<file path="config.mk">
export PLATFORM = sky130hd
export DESIGN_NAME = heading_to_track_drive_mixer_core_flat
export DESIGN_NICKNAME = d
export VERILOG_FILES = /design/src/rtl/core/hdtm_pkg.sv /design/src/rtl/core/hdtm_in_if.sv /design/src/rtl/core/hdtm_out_if.sv /design/src/rtl/core/heading_to_track_drive_mixer_core.sv /design/src/flat_wrapper.sv
export SDC_FILE = /design/constraint.sdc
export NUM_CORES = 1
export LEC_CHECK = 0
export ABC_AREA = 1
export ABC_CLOCK_PERIOD_IN_PS = 10200
export CAP_MARGIN = 20
export CORE_ASPECT_RATIO = 0.9
export CORE_UTILIZATION = 30
export CTS_BUF_LIST = sky130_fd_sc_hd__clkbuf_4 sky130_fd_sc_hd__clkbuf_8
export DETAILED_ROUTE_END_ITERATION = 10
export DONT_BUFFER_PORTS = 1
export GPL_TIMING_DRIVEN = 0
export MAX_ROUTING_LAYER = met4
export PLACE_DENSITY = 0.53
export SLEW_MARGIN = 20
export SYNTH_ARGS = -nofsm -noshare
export SYNTH_HDL_FRONTEND = slang
export SYNTH_SLANG_ARGS = --single-unit
</file>
<file path="constraint.sdc">
create_clock -name clk -period 10.2 [get_ports clk]
set_input_delay 0.51 -clock clk [delete_from_list [all_inputs] [get_ports clk]]
set_output_delay 0.51 -clock clk [all_outputs]
set_load 0.05 [all_outputs]
</file>
<file path="src/rtl/core/hdtm_pkg.sv">
// Shared types and constants for the heading-to-track drive mixer.
package hdtm_pkg;

  // Track command codes carried on the result channel.
  typedef enum logic [1:0] {
    CMD_FORWARD = 2'd0,
    CMD_REVERSE = 2'd1,
    CMD_BRAKE   = 2'd2
  } cmd_t;

  // Result of the final scaling step for one track.
  typedef struct packed {
    logic [7:0] speed;
    cmd_t       cmd;
  } trk_t;

  // Configuration register map (byte address bit 2 selects the register).
  typedef enum logic {
    REG_FLOOR_SPEED = 1'b0,
    REG_TOP_SPEED   = 1'b1
  } reg_idx_t;

  localparam int unsigned PADDR_W = 3;
  localparam int unsigned PDATA_W = 32;

  // Reset values of the configuration registers.
  localparam logic [7:0] FLOOR_SPEED_RST = 8'd0;
  localparam logic [7:0] TOP_SPEED_RST   = 8'd255;

  // Heading normalization bounds.
  localparam logic signed [10:0] DEG_360 = 11'sd360;
  localparam logic signed [10:0] DEG_720 = 11'sd720;
  localparam logic signed [10:0] DEG_M360 = -11'sd360;

  // Curve breakpoints in normalized degrees.
  localparam logic [8:0] DEG_90  = 9'd90;
  localparam logic [8:0] DEG_180 = 9'd180;
  localparam logic [8:0] DEG_270 = 9'd270;

  // Power is taken modulo this value.
  localparam logic [6:0] POWER_MOD = 7'd101;

  // Curve numerator: raw = (RAMP_TOP - RAMP_SLOPE * t) / 3.
  localparam logic signed [11:0] RAMP_TOP   = 12'sd765;
  localparam logic [4:0]         RAMP_SLOPE = 5'd17;

  // Reciprocal constants for exact truncating division by constants.
  localparam logic [9:0]  RECIP3     = 10'd683;    // ceil(2^11 / 3)
  localparam logic [12:0] RECIP100   = 13'd5243;   // ceil(2^19 / 100)
  localparam logic [16:0] RECIP255   = 17'd65794;  // ceil(2^24 / 255)

endpackage

</file>
<file path="src/rtl/core/hdtm_in_if.sv">
// Input channel of the drive mixer: heading and power with valid/ready.
interface hdtm_in_if;
  logic              valid;
  logic              ready;
  logic signed [9:0] heading_degrees;
  logic [6:0]        power_level;

  modport source (output valid, output heading_degrees, output power_level, input ready);
  modport sink   (input valid, input heading_degrees, input power_level, output ready);
endinterface

</file>
<file path="src/rtl/core/hdtm_out_if.sv">
// Result channel of the drive mixer: per-track speed and command with valid/ready.
interface hdtm_out_if;
  logic       valid;
  logic       ready;
  logic [7:0] left_speed;
  logic [1:0] left_command;
  logic [7:0] right_speed;
  logic [1:0] right_command;

  modport source (output valid, output left_speed, output left_command,
                  output right_speed, output right_command, input ready);
  modport sink   (input valid, input left_speed, input left_command,
                  input right_speed, input right_command, output ready);
endinterface

</file>
<file path="src/rtl/core/heading_to_track_drive_mixer_core.sv">
// Top level of the heading-to-track drive mixer: six-stage pipeline and register port.
//
// The block turns a heading in degrees and a power level in percent into a
// speed and a forward/reverse/brake command for each of two tracks.
// Items enter on in_ch (valid/ready) and leave on out_ch (valid/ready), one
// result item for each input item, in order.
// An accepted item passes through the registers of stages 1 to 6 in order and
// is presented on out_ch from the stage 6 output register.
// Throughput is one item per cycle while out_ch is ready;
// the path is a six-stage pipeline whose deepest stages are the constant
// reciprocal multipliers (divide by 3, by 100 and by 255).
// When out_ch stalls, the last stage holds its item and each earlier stage
// keeps moving until it runs into a full stage; empty stages are filled, so
// in_ch stays ready as long as any bubble remains in the pipe.
// Registers floor_speed (address 0) and top_speed (address 4) are written over
// the APB-style port; pready is always high and reads return the value.
// They feed the pipeline directly; the user must change them only while it is empty,
// which the block itself does not enforce. Synchronous reset (rst_n low) empties
// the pipeline and sets floor_speed to 0 and top_speed to 255.
module heading_to_track_drive_mixer_core (
  input  logic                          clk,
  input  logic                          rst_n,
  hdtm_in_if.sink                       in_ch,
  hdtm_out_if.source                    out_ch,
  input  logic                          psel,
  input  logic                          penable,
  input  logic                          pwrite,
  input  logic [hdtm_pkg::PADDR_W-1:0]  paddr,
  input  logic [hdtm_pkg::PDATA_W-1:0]  pwdata,
  output logic [hdtm_pkg::PDATA_W-1:0]  prdata,
  output logic                          pready
);

  // ------------------------------------------------------------------
  // Configuration registers
  // ------------------------------------------------------------------
  logic [7:0] floor_speed_r;
  logic [7:0] top_speed_r;
  logic       cfg_wr;
  hdtm_pkg::reg_idx_t cfg_sel;

  assign pready  = 1'b1;
  assign cfg_sel = hdtm_pkg::reg_idx_t'(paddr[2]);
  assign cfg_wr  = psel && penable && pwrite && pready;

  always_ff @(posedge clk) begin
    if (!rst_n) begin
      floor_speed_r <= hdtm_pkg::FLOOR_SPEED_RST;
      top_speed_r   <= hdtm_pkg::TOP_SPEED_RST;
    end else if (cfg_wr) begin
      unique case (cfg_sel)
        hdtm_pkg::REG_FLOOR_SPEED: floor_speed_r <= pwdata[7:0];
        hdtm_pkg::REG_TOP_SPEED:   top_speed_r   <= pwdata[7:0];
        default: ;
      endcase
    end
  end

  always_comb begin
    unique case (cfg_sel)
      hdtm_pkg::REG_FLOOR_SPEED: prdata = {{(hdtm_pkg::PDATA_W-8){1'b0}}, floor_speed_r};
      hdtm_pkg::REG_TOP_SPEED:   prdata = {{(hdtm_pkg::PDATA_W-8){1'b0}}, top_speed_r};
      default:                   prdata = '0;
    endcase
  end

  // lo = floor_speed - 1 sets the bottom of the scaled range; span is the
  // distance from lo up to top_speed, which may be negative.
  logic signed [9:0] lo;
  logic signed [9:0] span;
  assign lo   = $signed({2'b00, floor_speed_r}) - 10'sd1;
  assign span = $signed({2'b00, top_speed_r}) - lo;

  // ------------------------------------------------------------------
  // Pipeline flow control: a stage advances when it is empty or when the
  // stage after it advances.
  // ------------------------------------------------------------------
  logic v1_r, v2_r, v3_r, v4_r, v5_r, v6_r;
  logic en1, en2, en3, en4, en5, en6;

  assign en6 = !v6_r || out_ch.ready;
  assign en5 = !v5_r || en6;
  assign en4 = !v4_r || en5;
  assign en3 = !v3_r || en4;
  assign en2 = !v2_r || en3;
  assign en1 = !v1_r || en2;

  assign in_ch.ready = en1;

  always_ff @(posedge clk) begin
    if (!rst_n) begin
      v1_r <= 1'b0;
      v2_r <= 1'b0;
      v3_r <= 1'b0;
      v4_r <= 1'b0;
      v5_r <= 1'b0;
      v6_r <= 1'b0;
    end else begin
      if (en1) v1_r <= in_ch.valid;
      if (en2) v2_r <= v1_r;
      if (en3) v3_r <= v2_r;
      if (en4) v4_r <= v3_r;
      if (en5) v5_r <= v4_r;
      if (en6) v6_r <= v5_r;
    end
  end

  // ------------------------------------------------------------------
  // Stage 1: reduce the heading to 0..359 and the power modulo 101.
  // Headings span -512..511, so at most one step of 720 or 360 is needed.
  // ------------------------------------------------------------------
  logic signed [10:0] h_ext;
  logic signed [10:0] h_norm;
  logic [8:0]         d_nxt;
  logic [6:0]         p_nxt;
  logic [8:0]         s1_d_r;
  logic [6:0]         s1_p_r;

  assign h_ext = {in_ch.heading_degrees[9], in_ch.heading_degrees};

  always_comb begin
    priority if (h_ext >= hdtm_pkg::DEG_360) begin
      h_norm = h_ext - hdtm_pkg::DEG_360;
    end else if (h_ext >= 11'sd0) begin
      h_norm = h_ext;
    end else if (h_ext >= hdtm_pkg::DEG_M360) begin
      h_norm = h_ext + hdtm_pkg::DEG_360;
    end else begin
      h_norm = h_ext + hdtm_pkg::DEG_720;
    end
  end

  assign d_nxt = h_norm[8:0];
  assign p_nxt = (in_ch.power_level >= hdtm_pkg::POWER_MOD)
               ? in_ch.power_level - hdtm_pkg::POWER_MOD
               : in_ch.power_level;

  always_ff @(posedge clk) begin
    if (en1) begin
      s1_d_r <= d_nxt;
      s1_p_r <= p_nxt;
    end
  end

  // ------------------------------------------------------------------
  // Stage 2: curve numerators for both tracks (three times the raw value),
  // and the power product that sets the speed ceiling.
  // ------------------------------------------------------------------
  function automatic logic signed [11:0] ramp_f(input logic [8:0] t);
    logic [10:0] m;
    m = 11'(t[6:0]) * 11'(hdtm_pkg::RAMP_SLOPE);
    return hdtm_pkg::RAMP_TOP - $signed({1'b0, m});
  endfunction

  logic signed [11:0] lnum;
  logic signed [11:0] rnum;
  logic [9:0]         lmag_nxt;
  logic [9:0]         rmag_nxt;
  logic               sneg;
  logic [8:0]         smag;
  logic [15:0]        cprod;

  logic [9:0]  s2_lmag_r;
  logic [9:0]  s2_rmag_r;
  logic        s2_lneg_r;
  logic        s2_rneg_r;
  logic [14:0] s2_cprod_r;
  logic        s2_cneg_r;

  always_comb begin
    priority if (s1_d_r <= hdtm_pkg::DEG_90) begin
      lnum = hdtm_pkg::RAMP_TOP;
      rnum = -ramp_f(s1_d_r);
    end else if (s1_d_r <= hdtm_pkg::DEG_180) begin
      lnum = ramp_f(s1_d_r - hdtm_pkg::DEG_90);
      rnum = hdtm_pkg::RAMP_TOP;
    end else if (s1_d_r <= hdtm_pkg::DEG_270) begin
      lnum = -hdtm_pkg::RAMP_TOP;
      rnum = ramp_f(s1_d_r - hdtm_pkg::DEG_180);
    end else begin
      lnum = -ramp_f(s1_d_r - hdtm_pkg::DEG_270);
      rnum = -hdtm_pkg::RAMP_TOP;
    end
  end

  assign lmag_nxt = lnum[11] ? 10'(-lnum) : 10'(lnum);
  assign rmag_nxt = rnum[11] ? 10'(-rnum) : 10'(rnum);

  assign sneg  = span[9];
  assign smag  = sneg ? 9'(-span) : 9'(span);
  assign cprod = 16'(s1_p_r) * 16'(smag);

  always_ff @(posedge clk) begin
    if (en2) begin
      s2_lmag_r  <= lmag_nxt;
      s2_rmag_r  <= rmag_nxt;
      s2_lneg_r  <= lnum[11];
      s2_rneg_r  <= rnum[11];
      s2_cprod_r <= cprod[14:0];
      s2_cneg_r  <= sneg;
    end
  end

  // ------------------------------------------------------------------
  // Stage 3: divide the numerators by 3 and the power product by 100,
  // both by exact reciprocal multiplication on magnitudes, which gives
  // truncation toward zero once the sign is put back.
  // ------------------------------------------------------------------
  logic [19:0] lq3;
  logic [19:0] rq3;
  logic [27:0] cq100;

  logic [7:0] s3_lraw_r;
  logic [7:0] s3_rraw_r;
  logic       s3_lpos_r;
  logic       s3_rpos_r;
  logic [8:0] s3_cmag_r;
  logic       s3_cneg_r;

  assign lq3   = 20'(s2_lmag_r) * 20'(hdtm_pkg::RECIP3);
  assign rq3   = 20'(s2_rmag_r) * 20'(hdtm_pkg::RECIP3);
  assign cq100 = 28'(s2_cprod_r) * 28'(hdtm_pkg::RECIP100);

  always_ff @(posedge clk) begin
    if (en3) begin
      s3_lraw_r <= lq3[18:11];
      s3_rraw_r <= rq3[18:11];
      // A raw value counts as positive only when it is nonzero after truncation.
      s3_lpos_r <= !s2_lneg_r && (lq3[18:11] != 8'd0);
      s3_rpos_r <= !s2_rneg_r && (rq3[18:11] != 8'd0);
      s3_cmag_r <= cq100[27:19];
      s3_cneg_r <= s2_cneg_r;
    end
  end

  // ------------------------------------------------------------------
  // Stage 4: raw magnitude times (ceiling - lo).
  // ------------------------------------------------------------------
  logic [15:0] s4_lprod_r;
  logic [15:0] s4_rprod_r;
  logic        s4_lpos_r;
  logic        s4_rpos_r;
  logic        s4_cneg_r;

  always_ff @(posedge clk) begin
    if (en4) begin
      s4_lprod_r <= 16'(s3_lraw_r) * 16'(s3_cmag_r);
      s4_rprod_r <= 16'(s3_rraw_r) * 16'(s3_cmag_r);
      s4_lpos_r  <= s3_lpos_r;
      s4_rpos_r  <= s3_rpos_r;
      s4_cneg_r  <= s3_cneg_r;
    end
  end

  // ------------------------------------------------------------------
  // Stage 5: divide the products by 255.
  // ------------------------------------------------------------------
  logic [32:0] lq255;
  logic [32:0] rq255;

  logic [8:0] s5_lq_r;
  logic [8:0] s5_rq_r;
  logic       s5_lpos_r;
  logic       s5_rpos_r;
  logic       s5_cneg_r;

  assign lq255 = 33'(s4_lprod_r) * 33'(hdtm_pkg::RECIP255);
  assign rq255 = 33'(s4_rprod_r) * 33'(hdtm_pkg::RECIP255);

  always_ff @(posedge clk) begin
    if (en5) begin
      s5_lq_r   <= lq255[32:24];
      s5_rq_r   <= rq255[32:24];
      s5_lpos_r <= s4_lpos_r;
      s5_rpos_r <= s4_rpos_r;
      s5_cneg_r <= s4_cneg_r;
    end
  end

  // ------------------------------------------------------------------
  // Stage 6: add lo, apply the raw sign, and decide brake, forward or
  // reverse. This stage is the output register.
  // ------------------------------------------------------------------
  function automatic hdtm_pkg::trk_t finish_f(
    input logic [8:0]        q,
    input logic              cneg,
    input logic              pos,
    input logic signed [9:0] lo_v,
    input logic [7:0]        mins
  );
    logic signed [10:0] qs;
    logic signed [10:0] w;
    logic [9:0]         mag;
    hdtm_pkg::trk_t     r;
    qs  = cneg ? -$signed({2'b00, q}) : $signed({2'b00, q});
    w   = qs + 11'(lo_v);
    mag = w[10] ? 10'(-w) : 10'(w);
    if ((mag < {2'b00, mins}) || (w == 11'sd0)) begin
      r.speed = 8'd0;
      r.cmd   = hdtm_pkg::CMD_BRAKE;
    end else begin
      r.speed = mag[7:0];
      // The signed result is positive when the raw sign and w agree.
      r.cmd   = (pos == !w[10]) ? hdtm_pkg::CMD_FORWARD : hdtm_pkg::CMD_REVERSE;
    end
    return r;
  endfunction

  hdtm_pkg::trk_t left_nxt;
  hdtm_pkg::trk_t right_nxt;
  hdtm_pkg::trk_t s6_left_r;
  hdtm_pkg::trk_t s6_right_r;

  assign left_nxt  = finish_f(s5_lq_r, s5_cneg_r, s5_lpos_r, lo, floor_speed_r);
  assign right_nxt = finish_f(s5_rq_r, s5_cneg_r, s5_rpos_r, lo, floor_speed_r);

  always_ff @(posedge clk) begin
    if (en6) begin
      s6_left_r  <= left_nxt;
      s6_right_r <= right_nxt;
    end
  end

  assign out_ch.valid         = v6_r;
  assign out_ch.left_speed    = s6_left_r.speed;
  assign out_ch.left_command  = s6_left_r.cmd;
  assign out_ch.right_speed   = s6_right_r.speed;
  assign out_ch.right_command = s6_right_r.cmd;

endmodule
</file>
<file path="src/flat_wrapper.sv">
// flat-port wrapper written by rule: the top's interface ports become plain ports
module heading_to_track_drive_mixer_core_flat 
  (clk, rst_n, psel, penable, pwrite, paddr, pwdata, prdata, pready, in_ch_valid, in_ch_heading_degrees, in_ch_power_level, in_ch_ready, out_ch_valid, out_ch_left_speed, out_ch_left_command, out_ch_right_speed, out_ch_right_command, out_ch_ready);
  hdtm_in_if in_ch_i ();
  hdtm_out_if out_ch_i ();
  input  logic clk;
  input  logic rst_n;
  input  logic psel;
  input  logic penable;
  input  logic pwrite;
  input  logic [hdtm_pkg::PADDR_W-1:0] paddr;
  input  logic [hdtm_pkg::PDATA_W-1:0] pwdata;
  output logic [hdtm_pkg::PDATA_W-1:0] prdata;
  output logic pready;
  input wire logic [$bits(in_ch_i.valid)-1:0] in_ch_valid;
  input wire logic [$bits(in_ch_i.heading_degrees)-1:0] in_ch_heading_degrees;
  input wire logic [$bits(in_ch_i.power_level)-1:0] in_ch_power_level;
  output wire logic [$bits(in_ch_i.ready)-1:0] in_ch_ready;
  output wire logic [$bits(out_ch_i.valid)-1:0] out_ch_valid;
  output wire logic [$bits(out_ch_i.left_speed)-1:0] out_ch_left_speed;
  output wire logic [$bits(out_ch_i.left_command)-1:0] out_ch_left_command;
  output wire logic [$bits(out_ch_i.right_speed)-1:0] out_ch_right_speed;
  output wire logic [$bits(out_ch_i.right_command)-1:0] out_ch_right_command;
  input wire logic [$bits(out_ch_i.ready)-1:0] out_ch_ready;
  assign in_ch_i.valid = in_ch_valid;
  assign in_ch_i.heading_degrees = in_ch_heading_degrees;
  assign in_ch_i.power_level = in_ch_power_level;
  assign in_ch_ready = in_ch_i.ready;
  assign out_ch_valid = out_ch_i.valid;
  assign out_ch_left_speed = out_ch_i.left_speed;
  assign out_ch_left_command = out_ch_i.left_command;
  assign out_ch_right_speed = out_ch_i.right_speed;
  assign out_ch_right_command = out_ch_i.right_command;
  assign out_ch_i.ready = out_ch_ready;
  heading_to_track_drive_mixer_core u_core (.clk(clk), .rst_n(rst_n), .in_ch(in_ch_i), .out_ch(out_ch_i), .psel(psel), .penable(penable), .pwrite(pwrite), .paddr(paddr), .pwdata(pwdata), .prdata(prdata), .pready(pready));
endmodule
</file>
==> results of run 1 <==
-- worst max-delay path, delay by kind of cell (launching register included) --
kind	cells	cell delay [ps]
simple gates	13	1380
xor+xnor	3	1230
flops	1	430
buf+inv	4	410
compound gates	6	860
fa+ha+maj	7	3160
-- state kept, by name, indices dropped and copies added (netlist names), 2 cells and up --
register	flops
u_core.s3_lraw_r	8
u_core.s4_rprod_r	16
u_core.s3_rraw_r	8
u_core.s3_cmag_r	9
u_core.s1_d_r	9
u_core.floor_speed_r	8
u_core.out_ch.right_speed	8
u_core.s2_lmag_r	10
u_core.s4_lprod_r	16
u_core.s1_p_r	7
u_core.s5_rq_r	9
u_core.out_ch.left_speed	8
u_core.out_ch.right_command	2
u_core.s5_lq_r	9
u_core.s2_rmag_r	10
u_core.out_ch.left_command	2
u_core.s2_cprod_r	15
u_core.top_speed_r	8
-- metal layers --
layer | track usage, % | up-vias | wire (µm)
met5 | - | - | 0
met4 | 2.50 | 0 | 544
met3 | 2.03 | 34 | 2030
met2 | 20.2 | 270 | 25100
met1 | 19.3 | 9354 | 31100
li1 | - | 10600 | -
-- through the flow --
| step | cells | util, % | area [µm²] |
|---|---|---|---|
| finish | 4581 | 32.6 | 29700 |
| global route | 4581 | 32.6 | 29700 |
| CTS | 4581 | 32.6 | 29700 |
| detailed placement | 4538 | 32.0 | 29200 |
| global placement | 4537 | 32.0 | 29100 |
| floorplan | 3307 | - | 27600 |
-- placed cells by master, fill, tap and decap left out, drive strengths merged, types with 2 or more instances in the layout --
master	synthesis	final
a31oi	8	8
o21ai	117	117
dfxtp	22	22
nor3b	3	3
o221ai	6	6
or2	10	10
xor2	134	134
conb	2	25
o2111ai	2	2
clkinv	1	5
clkbuf	40	57
a21o	14	14
edfxtp	158	158
o31ai	5	5
nand3	122	122
nand3b	13	13
o211ai	12	12
nor3	33	33
and2	3	3
fa	233	233
inv	711	722
xnor2	44	44
nand2	556	556
dlygate4sd3	0	11
a21oi	163	163
nand4	26	26
a211oi	3	3
o21bai	15	15
ha	533	533
nor2	237	237
o21a	9	9
a21boi	4	4
buf	33	34
-- cells by family after synthesis --
group / count (synthesis)
AND/OR/NAND/NOR: 1005
adder cells (fa/ha/maj): 766
multiplexers: 1
flip-flops: 180
AO/OA/AOI/OAI: 367
XOR/XNOR: 178
buffers and inverters: 785
other: 2
-- layout make-up --
| class | instances | area [µm²] | area share [%] |
|---|---|---|---|
| Clock inverter | 15 | 171 | 0.578 |
| Multi-Input combinational cell | 2342 | 19400 | 65.2 |
| Sequential cell | 180 | 5180 | 17.5 |
| Timing Repair Buffer | 12 | 130 | 0.438 |
| Clock buffer | 17 | 234 | 0.788 |
| Tap cell | 1230 | 1540 | 5.19 |
| Inverter | 712 | 2680 | 9.01 |
| Buffer | 73 | 394 | 1.33 |
-- worst paths after layout --
kind,start,endpoint,cells past startpoint
hold / removal,pwdata[3],u_core.top_speed_r[3],2
setup / recovery,u_core.floor_speed_r[0],u_core.s2_cprod_r[14],33
hold reg to reg,u_core.s3_rpos_r,u_core.s4_rpos_r,0
setup reg to reg,u_core.floor_speed_r[0],u_core.s2_cprod_r[14],33
==> results.json, run 1 <==
{
  "synth_compound_area_share_pct": 7.55,
  "core.rowCount": 105,
  "fin_nets": 4163,
  "die_w_um": 321,
  "route.antenna.remaining_nets": 0,
  "measured_slew_at_the_worst_slew_check_pin_ps": 1020,
  "grt_start_max_net_pins": 38,
  "preCtsSetupSlack_ps": 2430,
  "max_freq_mhz": 129,
  "synth-seq-area-share_pct": 18.8,
  "layout-area-overhead-vs-synth_pct": 7.86,
  "worstPathRequired_ps": 10530,
  "global_route_total_usage_across_every_layer_pct": 13.5,
  "die_h_um": 289,
  "antenna_found_initial": 1,
  "yosysWarningCount": 0,
  "global_route_wire_length_before_repair_um": 99100,
  "routed_wire_length_per_instance_um": 12.8,
  "yosys.cell_count.top_type": "inv_1",
  "holdCritPathClass": "primary input to register",
  "initial_drc_count": 973,
  "vias_per_cell": 4.41,
  "timing.final.hold_violations": 0,
  "crit_top_cell": "nand2_1",
  "drcViolationCount": 0,
  "num-fill-cells": 9635,
  "regToRegSetupSlack_ps": 2450,
  "clock_sink_count": 180,
  "maxCapViolations": 0,
  "diodes": 0,
  "timing.final.crit_share_pct": 76.0,
  "yosys_most_used_dff": "edfxtp_1",
  "cts_inserted_buffers": 17,
  "timing.setup.tns_ps": 0,
  "cts-hold-fix-buffers": 11,
  "top_level_ports": 114,
  "synth_simple_gate_area_share_pct": 15.4,
  "drt_wl_total_um": 58800,
  "mappedNetlistArea_um2": 27500,
  "synth_cell_types": 61,
  "cts.path.max_buffers": 2,
  "core_area_um2": 91000,
  "grt.overflow.total": 0,
  "die_outline_area_um2": 92900,
  "timing.critical_path.slowest_cell_delay_ps": 610,
  "synth.top_cells.by_area": "ha_1, edfxtp_1, fa_1",
  "floorplan.initialDensity_pct": 30.2,
  "whs_ps": 70.7,
  "synth_seq_cells": 180,
  "synth.mux.area_fraction_pct": 0.0364,
  "number_of_vias_after_detailed_routing": 20200,
  "timing.critical_path.from_type": "register",
  "clock_tree.htree_level_count": 4,
  "async_reset_ff_share_pct": 0,
  "ctsRootBufferMaster": "clkbuf_8",
  "synth-edff-count": 158,
  "cp_arrival_ps": 8070,
  "finalWeightedCongestion": 0.862,
  "place.port_buffers": 0,
  "setup_viol": 0,
  "synth_adder_area_share_pct": 41.2,
  "synth_commonest_cells": "inv_1, nand2_1, ha_1",
  "setup_repair_after_global_routing_missed_its_margin": "false",
  "clk_pin_slew_worst_paths_ps": 120,
  "synth_top_family_by_area": "adder cells",
  "synth_top_cell_area_share_pct": 24.2,
  "timing.setup.critical_path_class": "register to register",
  "xor_xnor_share_of_the_synthesized_area_pct": 5.77,
  "detailedRoute.firstPassIterationCount": 6,
  "post-route-min-period_ps": 7750,
  "tritoncts": "done",
  "synthCells": 3284,
  "worst_path_max_delay_cell": "xor2_1",
  "layout-drive-gt1-share_pct": 3.61,
  "detailed_placement_wirelength_estimate_um": 50400,
  "slew-limit-headroom_pct": 31.5,
  "timing.final.max_slew_violations": 0,
  "worst_setup_path_end_kind": "register",
  "synth_area_per_cell_um2": 8.38,
  "critical_path_peak_fanout": 10,
  "insertion_delay_ps": 590,
  "cts.repair.resized": 0,
  "finClkSkew_ps": 25.8,
  "first_global_vias": 19900,
  "setup_slack_ps": 2450,
  "outcome": "finished, final reports clean",
  "post-cts-setup-buffer-count": 0,
  "synth_top_area_cell": "ha_1"
}
Power of run 1 is left out: the tool's default activity adds up to more than one toggle a clock period on the data nets, which glitch-free logic cannot reach.
==> run 2: changes to the inputs <==
--- a/config.mk
+++ b/config.mk
@@ -6,7 +6,7 @@
 export NUM_CORES = 1
 export LEC_CHECK = 0
 export ABC_AREA = 1
-export ABC_CLOCK_PERIOD_IN_PS = 10200
+export ABC_CLOCK_PERIOD_IN_PS = 7390
 export CAP_MARGIN = 20
 export CORE_ASPECT_RATIO = 0.9
 export CORE_UTILIZATION = 30
==> constraint.sdc (replaced) <==
create_clock -name clk -period 7.39 [get_ports clk]
set_input_delay 0.3695 -clock clk [delete_from_list [all_inputs] [get_ports clk]]
set_output_delay 0.3695 -clock clk [all_outputs]
set_load 0.05 [all_outputs]
==> results.json, run 2 (synthesized netlist as in run 1, its figures left out) <==
{
  "outcome": "finished, final reports clean",
  "core.rowCount": 105,
  "layout-drive-gt1-share_pct": 4.27,
  "largest_registers": "u_core.s4_lprod_r: 16 flops, u_core.s4_rprod_r: 16 flops, u_core.s2_cprod_r: 15 flops",
  "holdCritPathClass": "primary input to register",
  "most_used_cells_in_the_layout_excluding_fill_and_tap_cells": "inv_1, nand2_1, ha_1",
  "cp_arrival_ps": 7350,
  "layout-area-overhead-vs-synth_pct": 9.03,
  "hold_path.startpoint": "in_ch_valid",
  "hold_end": "u_core.v1_r",
  "cts_inserted_buffers": 17,
  "cts.path.max_buffers": 2,
  "max_freq_mhz": 142,
  "fin_util_pct": 33.0,
  "grt.overflow.total": 0,
  "maxCapViolations": 0,
  "clk_pin_slew_worst_paths_ps": 120,
  "global_route_total_usage_across_every_layer_pct": 13.6,
  "ctsRootBufferMaster": "clkbuf_8",
  "grt_start_max_net_pins": 38,
  "top_level_ports": 114,
  "route.antenna.remaining_nets": 0,
  "routed_wire_length_per_instance_um": 12.9,
  "setup_viol": 0,
  "hold_depth": 2,
  "global_route_wire_length_before_repair_um": 99700,
  "drcViolationCount": 0,
  "slew-limit-headroom_pct": 32.1,
  "worst_path_max_delay_cell": "fa_1",
  "vias_per_cell": 4.43,
  "post_detailed_placement_cell_area_um2": 29200,
  "critical_path_peak_fanout": 7,
  "fin_nets": 4186,
  "detailed_placement_wirelength_estimate_um": 50400,
  "timing.critical_path.from_type": "register",
  "die_outline_area_um2": 92900,
  "die_w_um": 321,
  "critical_path.reg2reg.startpoint": "u_core.floor_speed_r[0]",
  "design_area_um2": 30000,
  "detailedRoute.firstPassIterationCount": 5,
  "place.port_buffers": 0,
  "mostFrequentLayoutCell": "inv_1",
  "worst_r2r_path_depth": 33,
  "number_of_vias_after_detailed_routing": 20400,
  "measured_slew_at_the_worst_slew_check_pin_ps": 1010,
  "tritoncts": "done",
  "regToRegSetupSlack_ps": 370,
  "initial_drc_count": 989,
  "timing.final.crit_share_pct": 95.0,
  "insertion_delay_ps": 590,
  "timing.final.hold_violations": 0,
  "timing.critical_path.slowest_cell_delay_ps": 560,
  "post-route-min-period_ps": 7020,
  "timing.final.max_slew_violations": 0,
  "floorplan.initialDensity_pct": 30.2,
  "clock_tree.htree_level_count": 4,
  "finClkSkew_ps": 24.0,
  "core_area_um2": 91000,
  "crit_top_cell": "nand2_1",
  "crit-reg2reg-capture": "u_core.s2_cprod_r[14]",
  "first_global_vias": 20100,
  "worst_setup_path_end_kind": "register",
  "die_h_um": 289,
  "worstPathRequired_ps": 7710,
  "timing.setup.critical_path_class": "register to register",
  "clock_sink_count": 180,
  "finalWeightedCongestion": 0.862,
  "antenna_found_initial": 1,
  "drt_wl_total_um": 59400
}
-- run 2: what timing repair did --
item	CTS	global route
buffers inserted	7	5
hold buffers	22	0
pin swaps	2	0
hold endpoints to repair	33	0
resized for setup	6	14
setup endpoints to repair	1	2
-- run 2: critical path, delay by kind of cell (launching register included) --
family	cells	cell delay (ps)
fa+ha+maj	7	2910
simple gates	11	1120
compound gates	7	1090
xor+xnor	3	710
buf+inv	5	550
flops	1	400
-- run 2: final cells by class --
cell class / instances / area, µm²
Antenna cell: 2 / 5.00
Buffer: 73 / 394
Clock buffer: 17 / 234
Clock inverter: 15 / 171
Fill cell: 9616 / 61000
Inverter: 712 / 2680
Multi-Input combinational cell: 2342 / 19500
Sequential cell: 180 / 5190
Tap cell: 1230 / 1540
Timing Repair Buffer: 35 / 334
-- run 2: metal layers --
| metal | vias to the layer above | global-route usage, % | part of all wire, % |
|---|---|---|---|
| li1 | 10600 | - | - |
| met1 | 9451 | 19.4 | 53 |
| met2 | 302 | 20.3 | 43 |
| met3 | 35 | 2.12 | 3.6 |
| met4 | 0 | 2.50 | 0.91 |
| met5 | - | - | 0 |
-- run 2: how the worst max path moves through the flow --
stage | depth (start not counted) | slack (ps) | end | from
after floorplan | 34 | 1100 | u_core.s2_cprod_r[14] | u_core.floor_speed_r[0]
after detailed placement | 33 | -380 | u_core.s2_cprod_r[14] | u_core.floor_speed_r[0]
final | 33 | 370 | u_core.s2_cprod_r[14] | u_core.floor_speed_r[0]
after global placement | 33 | -390 | u_core.s2_cprod_r[14] | u_core.floor_speed_r[0]
after global routing | 34 | -20 | u_core.s2_cprod_r[14] | u_core.floor_speed_r[0]
after CTS | 35 | 0.5 | u_core.s2_cprod_r[14] | u_core.floor_speed_r[0]
-- run 2: per-stage QoR --
| step | instances | hold WS, ps | setup TNS [ps] | setup slack, ps |
|---|---|---|---|---|
| 2_1_floorplan | 3307 | 400 | 0 | 1100 |
| 3_3_place_gp | 4537 | 402 | -392 | -392 |
| 3_5_place_dp | 4538 | 406 | -378 | -378 |
| 4_1_cts | 4599 | 5.05 | 0 | 0.528 |
| 5_1_grt | 4606 | 26.1 | -20.1 | -20.1 |
| 6_report | 4606 | 74.3 | 0 | 367 |
Power of run 2 is left out for the same reason.
==> run 3: changes to the inputs <==
--- a/config.mk
+++ b/config.mk
@@ -10,7 +10,7 @@
 export CAP_MARGIN = 20
 export CORE_ASPECT_RATIO = 0.9
 export CORE_UTILIZATION = 30
-export CTS_BUF_LIST = sky130_fd_sc_hd__clkbuf_4 sky130_fd_sc_hd__clkbuf_8
+export CTS_BUF_LIST = sky130_fd_sc_hd__clkbuf_16
 export DETAILED_ROUTE_END_ITERATION = 10
 export DONT_BUFFER_PORTS = 1
 export GPL_TIMING_DRIVEN = 0
==> results.json, run 3 (synthesized netlist as in run 1, its figures left out) <==
{
  "place.port_buffers": 0,
  "detailedRoute.firstPassIterationCount": 5,
  "tritoncts": "done",
  "setup_viol": 0,
  "cp_arrival_ps": 7210,
  "worstPathRequired_ps": 7620,
  "layout-area-overhead-vs-synth_pct": 9.34,
  "global_route_wire_length_before_repair_um": 99600,
  "finalWeightedCongestion": 0.862,
  "drcViolationCount": 0,
  "cts.path.max_buffers": 2,
  "slew-limit-headroom_pct": 30.9,
  "timing.critical_path.from_type": "register",
  "number_of_vias_after_detailed_routing": 20300,
  "detailed_placement_wirelength_estimate_um": 50400,
  "worst_path_max_delay_cell": "fa_1",
  "regToRegSetupSlack_ps": 420,
  "grt_start_max_net_pins": 38,
  "clock_sink_count": 180,
  "timing.final.crit_share_pct": 94.4,
  "worstSetupStartpoint": "u_core.floor_speed_r[0]",
  "die_w_um": 321,
  "core_area_um2": 91000,
  "insertion_delay_ps": 500,
  "worst_setup_path_end_kind": "register",
  "crit_top_cell": "nand2_1",
  "holdCritPathClass": "primary input to register",
  "route.antenna.remaining_nets": 0,
  "vias_per_cell": 4.42,
  "hold_path.startpoint": "pwdata[1]",
  "core.rowCount": 105,
  "maxCapViolations": 0,
  "largest_registers": "u_core.s4_lprod_r: 16 flops, u_core.s4_rprod_r: 16 flops, u_core.s2_cprod_r: 15 flops",
  "top_level_ports": 114,
  "fin_util_pct": 33.0,
  "timing.setup.critical_path_class": "register to register",
  "routed_wire_length_per_instance_um": 12.9,
  "timing.critical_path.slowest_cell_delay_ps": 540,
  "measured_slew_at_the_worst_slew_check_pin_ps": 1030,
  "outcome": "finished, final reports clean",
  "critical_path.reg2reg.startpoint": "u_core.floor_speed_r[0]",
  "ctsRootBufferMaster": "clkbuf_16",
  "clock_tree.htree_level_count": 4,
  "global_route_total_usage_across_every_layer_pct": 13.6,
  "grt.overflow.total": 0,
  "critical_path_peak_fanout": 7,
  "floorplan.initialDensity_pct": 30.2,
  "drt_wl_total_um": 59100,
  "cts_inserted_buffers": 17,
  "most_used_cells_in_the_layout_excluding_fill_and_tap_cells": "inv_1, nand2_1, ha_1",
  "finClkSkew_ps": 15.9,
  "max_freq_mhz": 143,
  "clk_pin_slew_worst_paths_ps": 80,
  "die_h_um": 289,
  "timing.setup.tns_ps": 0,
  "initial_drc_count": 953,
  "fin_nets": 4174,
  "mostFrequentLayoutCell": "inv_1",
  "timing.final.max_slew_violations": 0,
  "diodes": 0,
  "layout-drive-gt1-share_pct": 4.25,
  "timing.final.hold_violations": 0,
  "post-route-min-period_ps": 6970,
  "die_outline_area_um2": 92900,
  "first_global_vias": 20000,
  "antenna_found_initial": 0
}
-- run 3: changes by cell type in the layout (fill, tap and decap cells not counted), sizes merged --
cell	change
dlygate4sd3	-10
buf	-2
diode	-2
-- run 3: through the flow --
stage          setup slack (ps)  std cells  cell area (µm²)  hold WS (ps)
6_report                    417       4592            30100          82.4
2_1_floorplan              1100       3307            27600           400
4_1_cts                    3.17       4589            30000          23.0
5_1_grt                   -2.46       4592            30100          53.8
3_3_place_gp               -392       4537            29100           402
3_5_place_dp               -378       4538            29200           406
-- run 3: worst max-delay path: cells and delay by family, from the launching register on --
kind	cells	cell delay (ps)
buffers and inverters	6	610
xor gates and xnor gates	3	500
DFF	1	390
adders and majority gates	7	2640
AOI/OAI and AO/OA	6	880
and+or+nand+nor	14	1670
-- run 3: area by class of cell --
cell class / count / area [µm²]
repair buffers: 23 / 219
flip-flops and latches: 180 / 5190
clock buffers: 17 / 425
multi-input cells: 2342 / 19500
well taps: 1230 / 1540
plain buffers: 73 / 394
inverters: 712 / 2680
clock inverters: 15 / 171
fillers: 9605 / 61000
-- run 3: final timing paths --
check,endpoint,cells past startpoint
max,u_core.s2_cprod_r[14],36
min,u_core.floor_speed_r[1],2
max reg2reg,u_core.s2_cprod_r[14],36
min reg2reg,u_core.s4_rpos_r,0
-- run 3: metal layers --
metal | up-vias | routed length, µm | GRT usage (%)
li1 | 10600 | - | -
met1 | 9413 | 31400 | 19.5
met2 | 253 | 25400 | 20.4
met3 | 30 | 1900 | 1.76
met4 | 0 | 498 | 2.50
met5 | - | 0 | -
-- run 3: repair_timing --
action	4_1_cts	5_1_grt
setup endpoints to repair	1	2
hold endpoints to repair	14	0
buffers inserted	7	3
pin swaps	2	3
gates cloned	0	0
hold buffers	12	0
resized for setup	6	15
Power of run 3 is left out for the same reason.
